### src/sv/isbf_pkg.sv
package isbf_pkg;

    localparam int MAX_ENTRIES = 8;
    localparam int DIM_W       = 14;
    localparam int IDX_W       = (MAX_ENTRIES > 1) ? $clog2(MAX_ENTRIES) : 1;
    localparam int CNT_W       = $clog2(MAX_ENTRIES + 1);
    localparam int OUT_IDX_W   = 3;
    localparam int OUT_TOT_W   = 4;

    typedef enum logic [1:0] {
        OP_CLEAR      = 2'd0,
        OP_ADD        = 2'd1,
        OP_ADD_LIMITS = 2'd2,
        OP_QUERY      = 2'd3
    } op_t;

    typedef enum logic [1:0] {
        KIND_EXACT    = 2'd0,
        KIND_RANGE    = 2'd1,
        KIND_FALLBACK = 2'd2,
        KIND_NONE     = 2'd3
    } kind_t;

    typedef enum logic [1:0] {
        ST_IDLE,
        ST_SCAN,
        ST_FINISH,
        ST_DONE
    } state_t;

    typedef struct packed {
        op_t              op;
        logic [DIM_W-1:0] width;
        logic [DIM_W-1:0] height;
        logic [DIM_W-1:0] min_width;
        logic [DIM_W-1:0] min_height;
        logic [DIM_W-1:0] max_width;
        logic [DIM_W-1:0] max_height;
    } item_t;

    typedef struct packed {
        logic [DIM_W-1:0] native_width;
        logic [DIM_W-1:0] native_height;
        logic [DIM_W-1:0] lower_width;
        logic [DIM_W-1:0] lower_height;
        logic [DIM_W-1:0] upper_width;
        logic [DIM_W-1:0] upper_height;
    } entry_t;

    typedef struct packed {
        logic                 found;
        logic [OUT_IDX_W-1:0] entry_index;
        kind_t                match_kind;
        logic                 newly_added;
        logic                 table_full;
        logic [OUT_TOT_W-1:0] entry_total;
    } result_t;

endpackage

### src/sv/image_size_best_fit_table.sv
// Table of up to eight image sizes in a synchronous entry memory with one
// write and one read port. Opcodes: clear, add size, add size with limits,
// best fit query. An add or a query reads the stored entries one per cycle
// through the read port, stopping early on an exact size match; then a finish
// state (where an add writes) leads to the done state, which a clear enters
// directly. The next transaction is taken while the previous result waits in
// the output register. After reset the table is empty and ready at once.
module image_size_best_fit_table (
    input  logic        aclk,
    input  logic        aresetn,
    input  logic        s_valid,
    output logic        s_ready,
    input  logic [1:0]  s_opcode,
    input  logic [13:0] s_width,
    input  logic [13:0] s_height,
    input  logic [13:0] s_min_width,
    input  logic [13:0] s_min_height,
    input  logic [13:0] s_max_width,
    input  logic [13:0] s_max_height,
    output logic        m_valid,
    input  logic        m_ready,
    output logic        m_found,
    output logic [2:0]  m_entry_index,
    output logic [1:0]  m_match_kind,
    output logic        m_newly_added,
    output logic        m_table_full,
    output logic [3:0]  m_entry_total
);
    import isbf_pkg::*;

    item_t            in_item;
    logic             rd_en;
    logic [IDX_W-1:0] rd_addr;
    entry_t           rd_data;
    logic             wr_en;
    logic [IDX_W-1:0] wr_addr;
    entry_t           wr_data;
    logic             res_valid;
    logic             res_ready;
    result_t          res;
    logic             m_valid_reg, m_valid_next;
    result_t          out_reg, out_next;

    assign in_item.op         = op_t'(s_opcode);
    assign in_item.width      = s_width;
    assign in_item.height     = s_height;
    assign in_item.min_width  = s_min_width;
    assign in_item.min_height = s_min_height;
    assign in_item.max_width  = s_max_width;
    assign in_item.max_height = s_max_height;

    isbf_ctrl u_ctrl (
        .aclk      (aclk),
        .aresetn   (aresetn),
        .in_valid  (s_valid),
        .in_ready  (s_ready),
        .in_item   (in_item),
        .rd_en     (rd_en),
        .rd_addr   (rd_addr),
        .rd_data   (rd_data),
        .wr_en     (wr_en),
        .wr_addr   (wr_addr),
        .wr_data   (wr_data),
        .res_valid (res_valid),
        .res_ready (res_ready),
        .res       (res)
    );

    isbf_mem u_mem (
        .aclk    (aclk),
        .wr_en   (wr_en),
        .wr_addr (wr_addr),
        .wr_data (wr_data),
        .rd_en   (rd_en),
        .rd_addr (rd_addr),
        .rd_data (rd_data)
    );

    // output register, loaded when empty or being drained
    assign res_ready = !m_valid_reg || m_ready;

    always_comb begin
        m_valid_next = m_valid_reg;
        out_next     = out_reg;
        if (res_ready) begin
            m_valid_next = res_valid;
            if (res_valid) begin
                out_next = res;
            end
        end
    end

    always_ff @(posedge aclk) begin
        if (!aresetn) begin
            m_valid_reg <= 1'b0;
        end else begin
            m_valid_reg <= m_valid_next;
        end
    end

    always_ff @(posedge aclk) begin
        out_reg <= out_next;
    end

    assign m_valid       = m_valid_reg;
    assign m_found       = out_reg.found;
    assign m_entry_index = out_reg.entry_index;
    assign m_match_kind  = out_reg.match_kind;
    assign m_newly_added = out_reg.newly_added;
    assign m_table_full  = out_reg.table_full;
    assign m_entry_total = out_reg.entry_total;

endmodule

### src/sv/isbf_mem.sv
module isbf_mem (
    input  logic                      aclk,
    input  logic                      wr_en,
    input  logic [isbf_pkg::IDX_W-1:0] wr_addr,
    input  isbf_pkg::entry_t          wr_data,
    input  logic                      rd_en,
    input  logic [isbf_pkg::IDX_W-1:0] rd_addr,
    output isbf_pkg::entry_t          rd_data
);
    import isbf_pkg::*;

    entry_t mem [MAX_ENTRIES];
    entry_t rd_data_reg;

    always_ff @(posedge aclk) begin
        if (wr_en) begin
            mem[wr_addr] <= wr_data;
        end
    end

    always_ff @(posedge aclk) begin
        if (rd_en) begin
            rd_data_reg <= mem[rd_addr];
        end
    end

    assign rd_data = rd_data_reg;

endmodule

### src/sv/isbf_ctrl.sv
module isbf_ctrl (
    input  logic                       aclk,
    input  logic                       aresetn,
    input  logic                       in_valid,
    output logic                       in_ready,
    input  isbf_pkg::item_t            in_item,
    output logic                       rd_en,
    output logic [isbf_pkg::IDX_W-1:0] rd_addr,
    input  isbf_pkg::entry_t           rd_data,
    output logic                       wr_en,
    output logic [isbf_pkg::IDX_W-1:0] wr_addr,
    output isbf_pkg::entry_t           wr_data,
    output logic                       res_valid,
    input  logic                       res_ready,
    output isbf_pkg::result_t          res
);
    import isbf_pkg::*;

    state_t           state_reg, state_next;
    item_t            item_reg, item_next;
    logic [IDX_W-1:0] idx_reg, idx_next;
    logic [CNT_W-1:0] count_reg, count_next;
    logic             exact_reg, exact_next;
    logic             have_best_reg, have_best_next;
    logic [IDX_W-1:0] best_idx_reg, best_idx_next;
    logic [DIM_W-1:0] best_w_reg, best_w_next;
    logic [DIM_W-1:0] best_h_reg, best_h_next;
    logic             have_fb_reg, have_fb_next;
    logic [IDX_W-1:0] fb_idx_reg, fb_idx_next;
    logic [DIM_W-1:0] fb_w_reg, fb_w_next;
    logic [DIM_W-1:0] fb_h_reg, fb_h_next;
    result_t          res_reg, res_next;

    logic is_exact;
    logic in_range;
    logic meets_min;
    logic beats_best;
    logic beats_fb;
    logic more;
    logic room;
    logic is_add;

    // entry compares against the stored item
    assign is_exact   = rd_data.native_width == item_reg.width &&
                        rd_data.native_height == item_reg.height;
    assign in_range   = rd_data.lower_width <= item_reg.width &&
                        item_reg.width <= rd_data.upper_width &&
                        rd_data.lower_height <= item_reg.height &&
                        item_reg.height <= rd_data.upper_height;
    assign meets_min  = item_reg.width >= rd_data.lower_width &&
                        item_reg.height >= rd_data.lower_height;
    assign beats_best = rd_data.native_width > best_w_reg &&
                        rd_data.native_height > best_h_reg;
    assign beats_fb   = rd_data.native_width > fb_w_reg &&
                        rd_data.native_height > fb_h_reg;
    assign more       = (CNT_W'(idx_reg) + CNT_W'(1)) < count_reg;
    assign room       = count_reg < CNT_W'(MAX_ENTRIES);
    assign is_add     = item_reg.op == OP_ADD || item_reg.op == OP_ADD_LIMITS;

    always_ff @(posedge aclk) begin
        if (!aresetn) begin
            state_reg <= ST_IDLE;
            count_reg <= '0;
        end else begin
            state_reg <= state_next;
            count_reg <= count_next;
        end
    end

    always_ff @(posedge aclk) begin
        item_reg      <= item_next;
        idx_reg       <= idx_next;
        exact_reg     <= exact_next;
        have_best_reg <= have_best_next;
        best_idx_reg  <= best_idx_next;
        best_w_reg    <= best_w_next;
        best_h_reg    <= best_h_next;
        have_fb_reg   <= have_fb_next;
        fb_idx_reg    <= fb_idx_next;
        fb_w_reg      <= fb_w_next;
        fb_h_reg      <= fb_h_next;
        res_reg       <= res_next;
    end

    // next state
    always_comb begin
        state_next = state_reg;
        case (state_reg)
            ST_IDLE: begin
                if (in_valid) begin
                    if (in_item.op == OP_CLEAR) begin
                        state_next = ST_DONE;
                    end else if (count_reg == '0) begin
                        state_next = ST_FINISH;
                    end else begin
                        state_next = ST_SCAN;
                    end
                end
            end
            ST_SCAN: begin
                if (is_exact || !more) begin
                    state_next = ST_FINISH;
                end
            end
            ST_FINISH: begin
                state_next = ST_DONE;
            end
            ST_DONE: begin
                if (res_ready) begin
                    state_next = ST_IDLE;
                end
            end
            default: begin
                state_next = ST_IDLE;
            end
        endcase
    end

    // outputs and memory access
    always_comb begin
        in_ready  = 1'b0;
        res_valid = 1'b0;
        rd_en     = 1'b0;
        rd_addr   = '0;
        wr_en     = 1'b0;
        wr_addr   = exact_reg ? best_idx_reg : count_reg[IDX_W-1:0];
        wr_data.native_width  = item_reg.width;
        wr_data.native_height = item_reg.height;
        if (item_reg.op == OP_ADD_LIMITS) begin
            wr_data.lower_width  = item_reg.min_width;
            wr_data.lower_height = item_reg.min_height;
            wr_data.upper_width  = item_reg.max_width;
            wr_data.upper_height = item_reg.max_height;
        end else begin
            wr_data.lower_width  = item_reg.width;
            wr_data.lower_height = item_reg.height;
            wr_data.upper_width  = item_reg.width;
            wr_data.upper_height = item_reg.height;
        end
        case (state_reg)
            ST_IDLE: begin
                in_ready = 1'b1;
                rd_en    = in_valid;
            end
            ST_SCAN: begin
                rd_en   = !is_exact && more;
                rd_addr = idx_reg + IDX_W'(1);
            end
            ST_FINISH: begin
                if (is_add) begin
                    wr_en = exact_reg ? (item_reg.op == OP_ADD_LIMITS) : room;
                end
            end
            ST_DONE: begin
                res_valid = 1'b1;
            end
            default: begin
                in_ready = 1'b0;
            end
        endcase
    end

    // scan bookkeeping and result
    always_comb begin
        item_next      = item_reg;
        idx_next       = idx_reg;
        count_next     = count_reg;
        exact_next     = exact_reg;
        have_best_next = have_best_reg;
        best_idx_next  = best_idx_reg;
        best_w_next    = best_w_reg;
        best_h_next    = best_h_reg;
        have_fb_next   = have_fb_reg;
        fb_idx_next    = fb_idx_reg;
        fb_w_next      = fb_w_reg;
        fb_h_next      = fb_h_reg;
        res_next       = res_reg;
        case (state_reg)
            ST_IDLE: begin
                if (in_valid) begin
                    item_next      = in_item;
                    idx_next       = '0;
                    exact_next     = 1'b0;
                    have_best_next = 1'b0;
                    have_fb_next   = 1'b0;
                    if (in_item.op == OP_CLEAR) begin
                        count_next           = '0;
                        res_next.found       = 1'b0;
                        res_next.entry_index = '0;
                        res_next.match_kind  = KIND_EXACT;
                        res_next.newly_added = 1'b0;
                        res_next.table_full  = 1'b0;
                        res_next.entry_total = '0;
                    end
                end
            end
            ST_SCAN: begin
                if (is_exact) begin
                    exact_next    = 1'b1;
                    best_idx_next = idx_reg;
                end else if (in_range) begin
                    if (!have_best_reg || beats_best) begin
                        have_best_next = 1'b1;
                        best_idx_next  = idx_reg;
                        best_w_next    = rd_data.native_width;
                        best_h_next    = rd_data.native_height;
                    end
                end else if (meets_min) begin
                    if (!have_fb_reg || beats_fb) begin
                        have_fb_next = 1'b1;
                        fb_idx_next  = idx_reg;
                        fb_w_next    = rd_data.native_width;
                        fb_h_next    = rd_data.native_height;
                    end
                end
                if (!is_exact && more) begin
                    idx_next = idx_reg + IDX_W'(1);
                end
            end
            ST_FINISH: begin
                res_next.found       = 1'b0;
                res_next.entry_index = '0;
                res_next.match_kind  = KIND_EXACT;
                res_next.newly_added = 1'b0;
                res_next.table_full  = 1'b0;
                res_next.entry_total = OUT_TOT_W'(count_reg);
                if (is_add) begin
                    if (exact_reg) begin
                        res_next.found       = 1'b1;
                        res_next.entry_index = OUT_IDX_W'(best_idx_reg);
                    end else if (room) begin
                        count_next           = count_reg + CNT_W'(1);
                        res_next.found       = 1'b1;
                        res_next.entry_index = OUT_IDX_W'(count_reg[IDX_W-1:0]);
                        res_next.newly_added = 1'b1;
                        res_next.entry_total = OUT_TOT_W'(count_reg + CNT_W'(1));
                    end else begin
                        res_next.table_full = 1'b1;
                    end
                end else if (exact_reg) begin
                    res_next.found       = 1'b1;
                    res_next.entry_index = OUT_IDX_W'(best_idx_reg);
                end else if (have_best_reg) begin
                    res_next.found       = 1'b1;
                    res_next.entry_index = OUT_IDX_W'(best_idx_reg);
                    res_next.match_kind  = KIND_RANGE;
                end else if (have_fb_reg) begin
                    res_next.found       = 1'b1;
                    res_next.entry_index = OUT_IDX_W'(fb_idx_reg);
                    res_next.match_kind  = KIND_FALLBACK;
                end else begin
                    res_next.match_kind = KIND_NONE;
                end
            end
            default: begin
                res_next = res_reg;
            end
        endcase
    end

    assign res = res_reg;

endmodule
### config.mk
export PLATFORM = sky130hd
export DESIGN_NAME = image_size_best_fit_table
export DESIGN_NICKNAME = d
export VERILOG_FILES = /design/src/sv/isbf_pkg.sv /design/src/sv/image_size_best_fit_table.sv /design/src/sv/isbf_mem.sv /design/src/sv/isbf_ctrl.sv
export SDC_FILE = /design/constraint.sdc
export NUM_CORES = 1
export LEC_CHECK = 0
export BUFFER_PORTS_ARGS = -buffer_cell sky130_fd_sc_hd__buf_4
export CAP_MARGIN = 15
export CORE_MARGIN = 1
export CORE_UTILIZATION = 45
export CTS_CLUSTER_SIZE = 30
export DETAILED_ROUTE_END_ITERATION = 8
export GPL_ROUTABILITY_DRIVEN = 0
export PLACE_DENSITY_LB_ADDON = 0.05
export SYNTH_ARGS = -nofsm -noshare
export SYNTH_HDL_FRONTEND = slang
export SYNTH_SLANG_ARGS = --single-unit
### constraint.sdc
create_clock -name aclk -period 6.5 [get_ports aclk]
set_clock_uncertainty 0.2 [all_clocks]
set_input_delay 0.65 -clock aclk [delete_from_list [all_inputs] [get_ports aclk]]
set_output_delay 0.65 -clock aclk [all_outputs]
set_load 0.05 [all_outputs]
==> run_results.csv <==
group,metric,value,unit
run_status,status,"complete, no violations",
synth,ys_warn_count,0,
sta,drv_slew,0,
placed_design,dpl_cell_area,0.04030,mm^2
sta,finalCritPeriodShare,60.30,%
setup_path,worstPathMaxFanout,26,
die,start_util,45.51,%
synth,ys_seq_elements,941,
power_and_ir_drop,totalPowerFinal,18.05,mW
setup_path,cp.arrival,4.01,ns
drt,routed_wl,99770,um
die,row_count,106,
die,boundaryPins,104,
global_routing,grt_pass1_wl,145200,um
setup_path,worstPathRequired,6.59,ns
power_and_ir_drop,peakVddDrop,0.2400,mV
die,fp.dieArea,0.08593,mm^2
hold_path,hp-class,"primary input to flip-flop",
clocking,clock_path_buffers,3,
synth,synthArstFlopShare,0,%
synth,yosysSeqAreaShare,73.90,%
setup_path,worst-setup-path-type,"flip-flop to flip-flop",
finish,n_fill_cell,6944,
drt,vias_per_cell,5.519,
sta,timing.fmax,255.2,MHz
sta,fin_crit,3.919,ns
synth,yosysTopAreaCellShare,73.53,%
synth,synth.area.mux_share,7.692,%
drt,first_pass_iters,7,
global_routing,grt_overflow,0,
drt,wl_per_cell,26.41,um
global_routing,antenna_found_initial,2,
finish,synthToLayoutAreaGrowth,16.23,%
drt,drtAntennaViolNets,0,
drt,vias,20850,
clocking,cts_tree,"done",
synth,synth_compound_area_share,5.990,%
synth,syn_avg_cell_area,16.45,um^2
power_and_ir_drop,leakagePower,15.29,nW
sta,setup_viol,0,
synth,synth.distinct_cells,58,
global_routing,grt_pass1_vias,21330,
sta,tightest_slew,1.200,ns
global_routing,grt_max_degree,87,
setup_path,slowest_delay,0.96,ns
synth,synth-simple-area-share,4.832,%
synth,synthAdderAreaFrac,4.067,%
clocking,clk_latency,0.66,ns
synth,synth-edff-count,934,
die,die_width,293.1,um
placed_design,dp_hpwl,59520,um
power_and_ir_drop,power_per_cell_area,407.1,mW/mm^2
finish,layout-drive-gt1-share,15.20,%
setup_path,crit_chain,"inv_1, ha_1, inv_1, or4_1, nor2_4, buf_4",
sta,max_slew_margin,19.78,%
sta,rsz0062_at_grt,"false",
synth,synthTopCellsByArea,"edfxtp_1, mux4_2, ha_1",
sta,finalHoldViolations,0,
clocking,clkTransAtPathRegs,0.06,ns
clocking,cts_sinks,941,
synth,synth_xor_area_share,0.6659,%
synth,ys.flop_type,"edfxtp_1",
die,die_h,293.1,um
synth,yosysTopAreaCell,"edfxtp_1",
clocking,cts-root-buf,"clkbuf_16",
finish,nets,2774,
placed_design,io_buffers,103,
die,coreArea,0.08382,mm^2
setup_path,cp_slowest_cell,"nor2_4",
clocking,htreeDepth,3,
finish,fin_util,52.89,%
run,drv_cap,0,
setup_path,cp_common_cell,"inv_1",
finish,final_cell_area,0.04433,mm^2
synth,synth_fp_nets,2533,
synth,synth_top_family_by_area,"multiplexers",
finish,largest_reg_flops,672,
sta,fin_tns_setup,0,ns
setup_path,worst_setup_path_end_kind,"flip-flop",
synth,synth_cells,2319,
drt,drc_errors,0,
drt,drtIter0Drc,1768,
clocking,numCtsBuffers,101,
setup_path,cp-start-kind,"flip-flop",
finish,diodes,0,
synth,syn_area,0.03814,mm^2
global_routing,grt.total_usage,23.50,%
sta,hold_ws,0.08620,ns
-- where the power goes --
group          total [mW]  internal (mW)  switching [mW]  leakage, nW
combinational        4.05           1.34            2.71         5.16
clock                5.55           3.21            2.34         1.56
sequential           8.45           7.89           0.557         8.57
-- placed cells by master, fill, tap and decap left out, drive strengths merged, types with 41 or more instances in the layout --
master,Yosys,layout
edfxtp,934,934
o21ai,302,302
nand2,252,252
buf,45,148
inv,129,135
clkbuf,51,126
ha,124,124
mux4,96,96
dlygate4sd3,0,86
mux2i,76,76
a21oi,50,50
clkinv,0,46
nand2b,41,41
-- cells in the mapped netlist (all sizes together), types with 10 or more instances --
master	instances
a21o	10
a21oi	50
buf	45
clkbuf	51
edfxtp	934
ha	124
inv	129
mux2i	76
mux4	96
nand2	252
nand2b	41
nand3	21
nand4	22
nor2	38
nor2b	11
nor4	11
o21ai	302
xor2	29
-- logic make-up after synthesis --
family,count (synthesis)
compound gates,415
xor+xnor,29
fa+ha+maj,124
buf+inv,225
flops,941
mux,172
simple gates,413
-- area by class of cell --
class                      count  area (um^2)  area share (%)
clock buffer                 126         2664           6.009
clock inverter                61        508.0           1.146
timing repair buffer         234         2085           4.702
multi-input combinational   1153         8972           20.24
tap                         1134         1419           3.200
sequential                   941        28190           63.58
inverter                     129        499.2           1.126
-- repair_timing --
action,4_1_cts,5_1_grt
hold endpoints to repair,83,3
gates resized for setup,0,0
buffers inserted,0,0
hold buffers,83,3
-- critical path, delay by kind of cell, from the launching register on --
family | cells | cell delay (ns)
and+or+nand+nor | 2 | 1.74
adders and majority gates | 1 | 0.38
buffers and inverters | 3 | 0.88
DFF | 1 | 0.34
-- routing by layer --
layer,share of wire (%),vias to the layer above,GRT usage (%)
met1,43,10800,31.40
li1,-,9393,-
met5,0,-,0
met4,1.8,0,5.746
met3,4.3,114,2.897
met2,51,547,40.90
-- metrics by stage --
| step | std cells | worst slack, ns |
|---|---|---|
| global placement | 3505 | 2.632 |
| finish | 3778 | 2.581 |
| CTS | 3775 | 2.530 |
| detailed placement | 3505 | 2.593 |
| global route | 3778 | 2.394 |
| floorplan | 2319 | 0.8561 |
-- worst paths after layout --
check / depth (start not counted) / from / slack, ns / end
max: 6 / u_ctrl.state_reg[0]$_SDFFE_PN0P_ / 2.58 / u_mem.mem[2][73]$_DFFE_PP_
max reg2reg: 6 / u_ctrl.state_reg[0]$_SDFFE_PN0P_ / 2.58 / u_mem.mem[2][73]$_DFFE_PP_
min reg2reg: 0 / u_ctrl.res[11]$_SDFFCE_PN0P_ / 0.22 / m_found$_DFFE_PP_
min: 2 / aresetn / 0.09 / m_valid$_SDFFE_PN0N_
No activity file was read; power rests on OpenSTA's default activity.
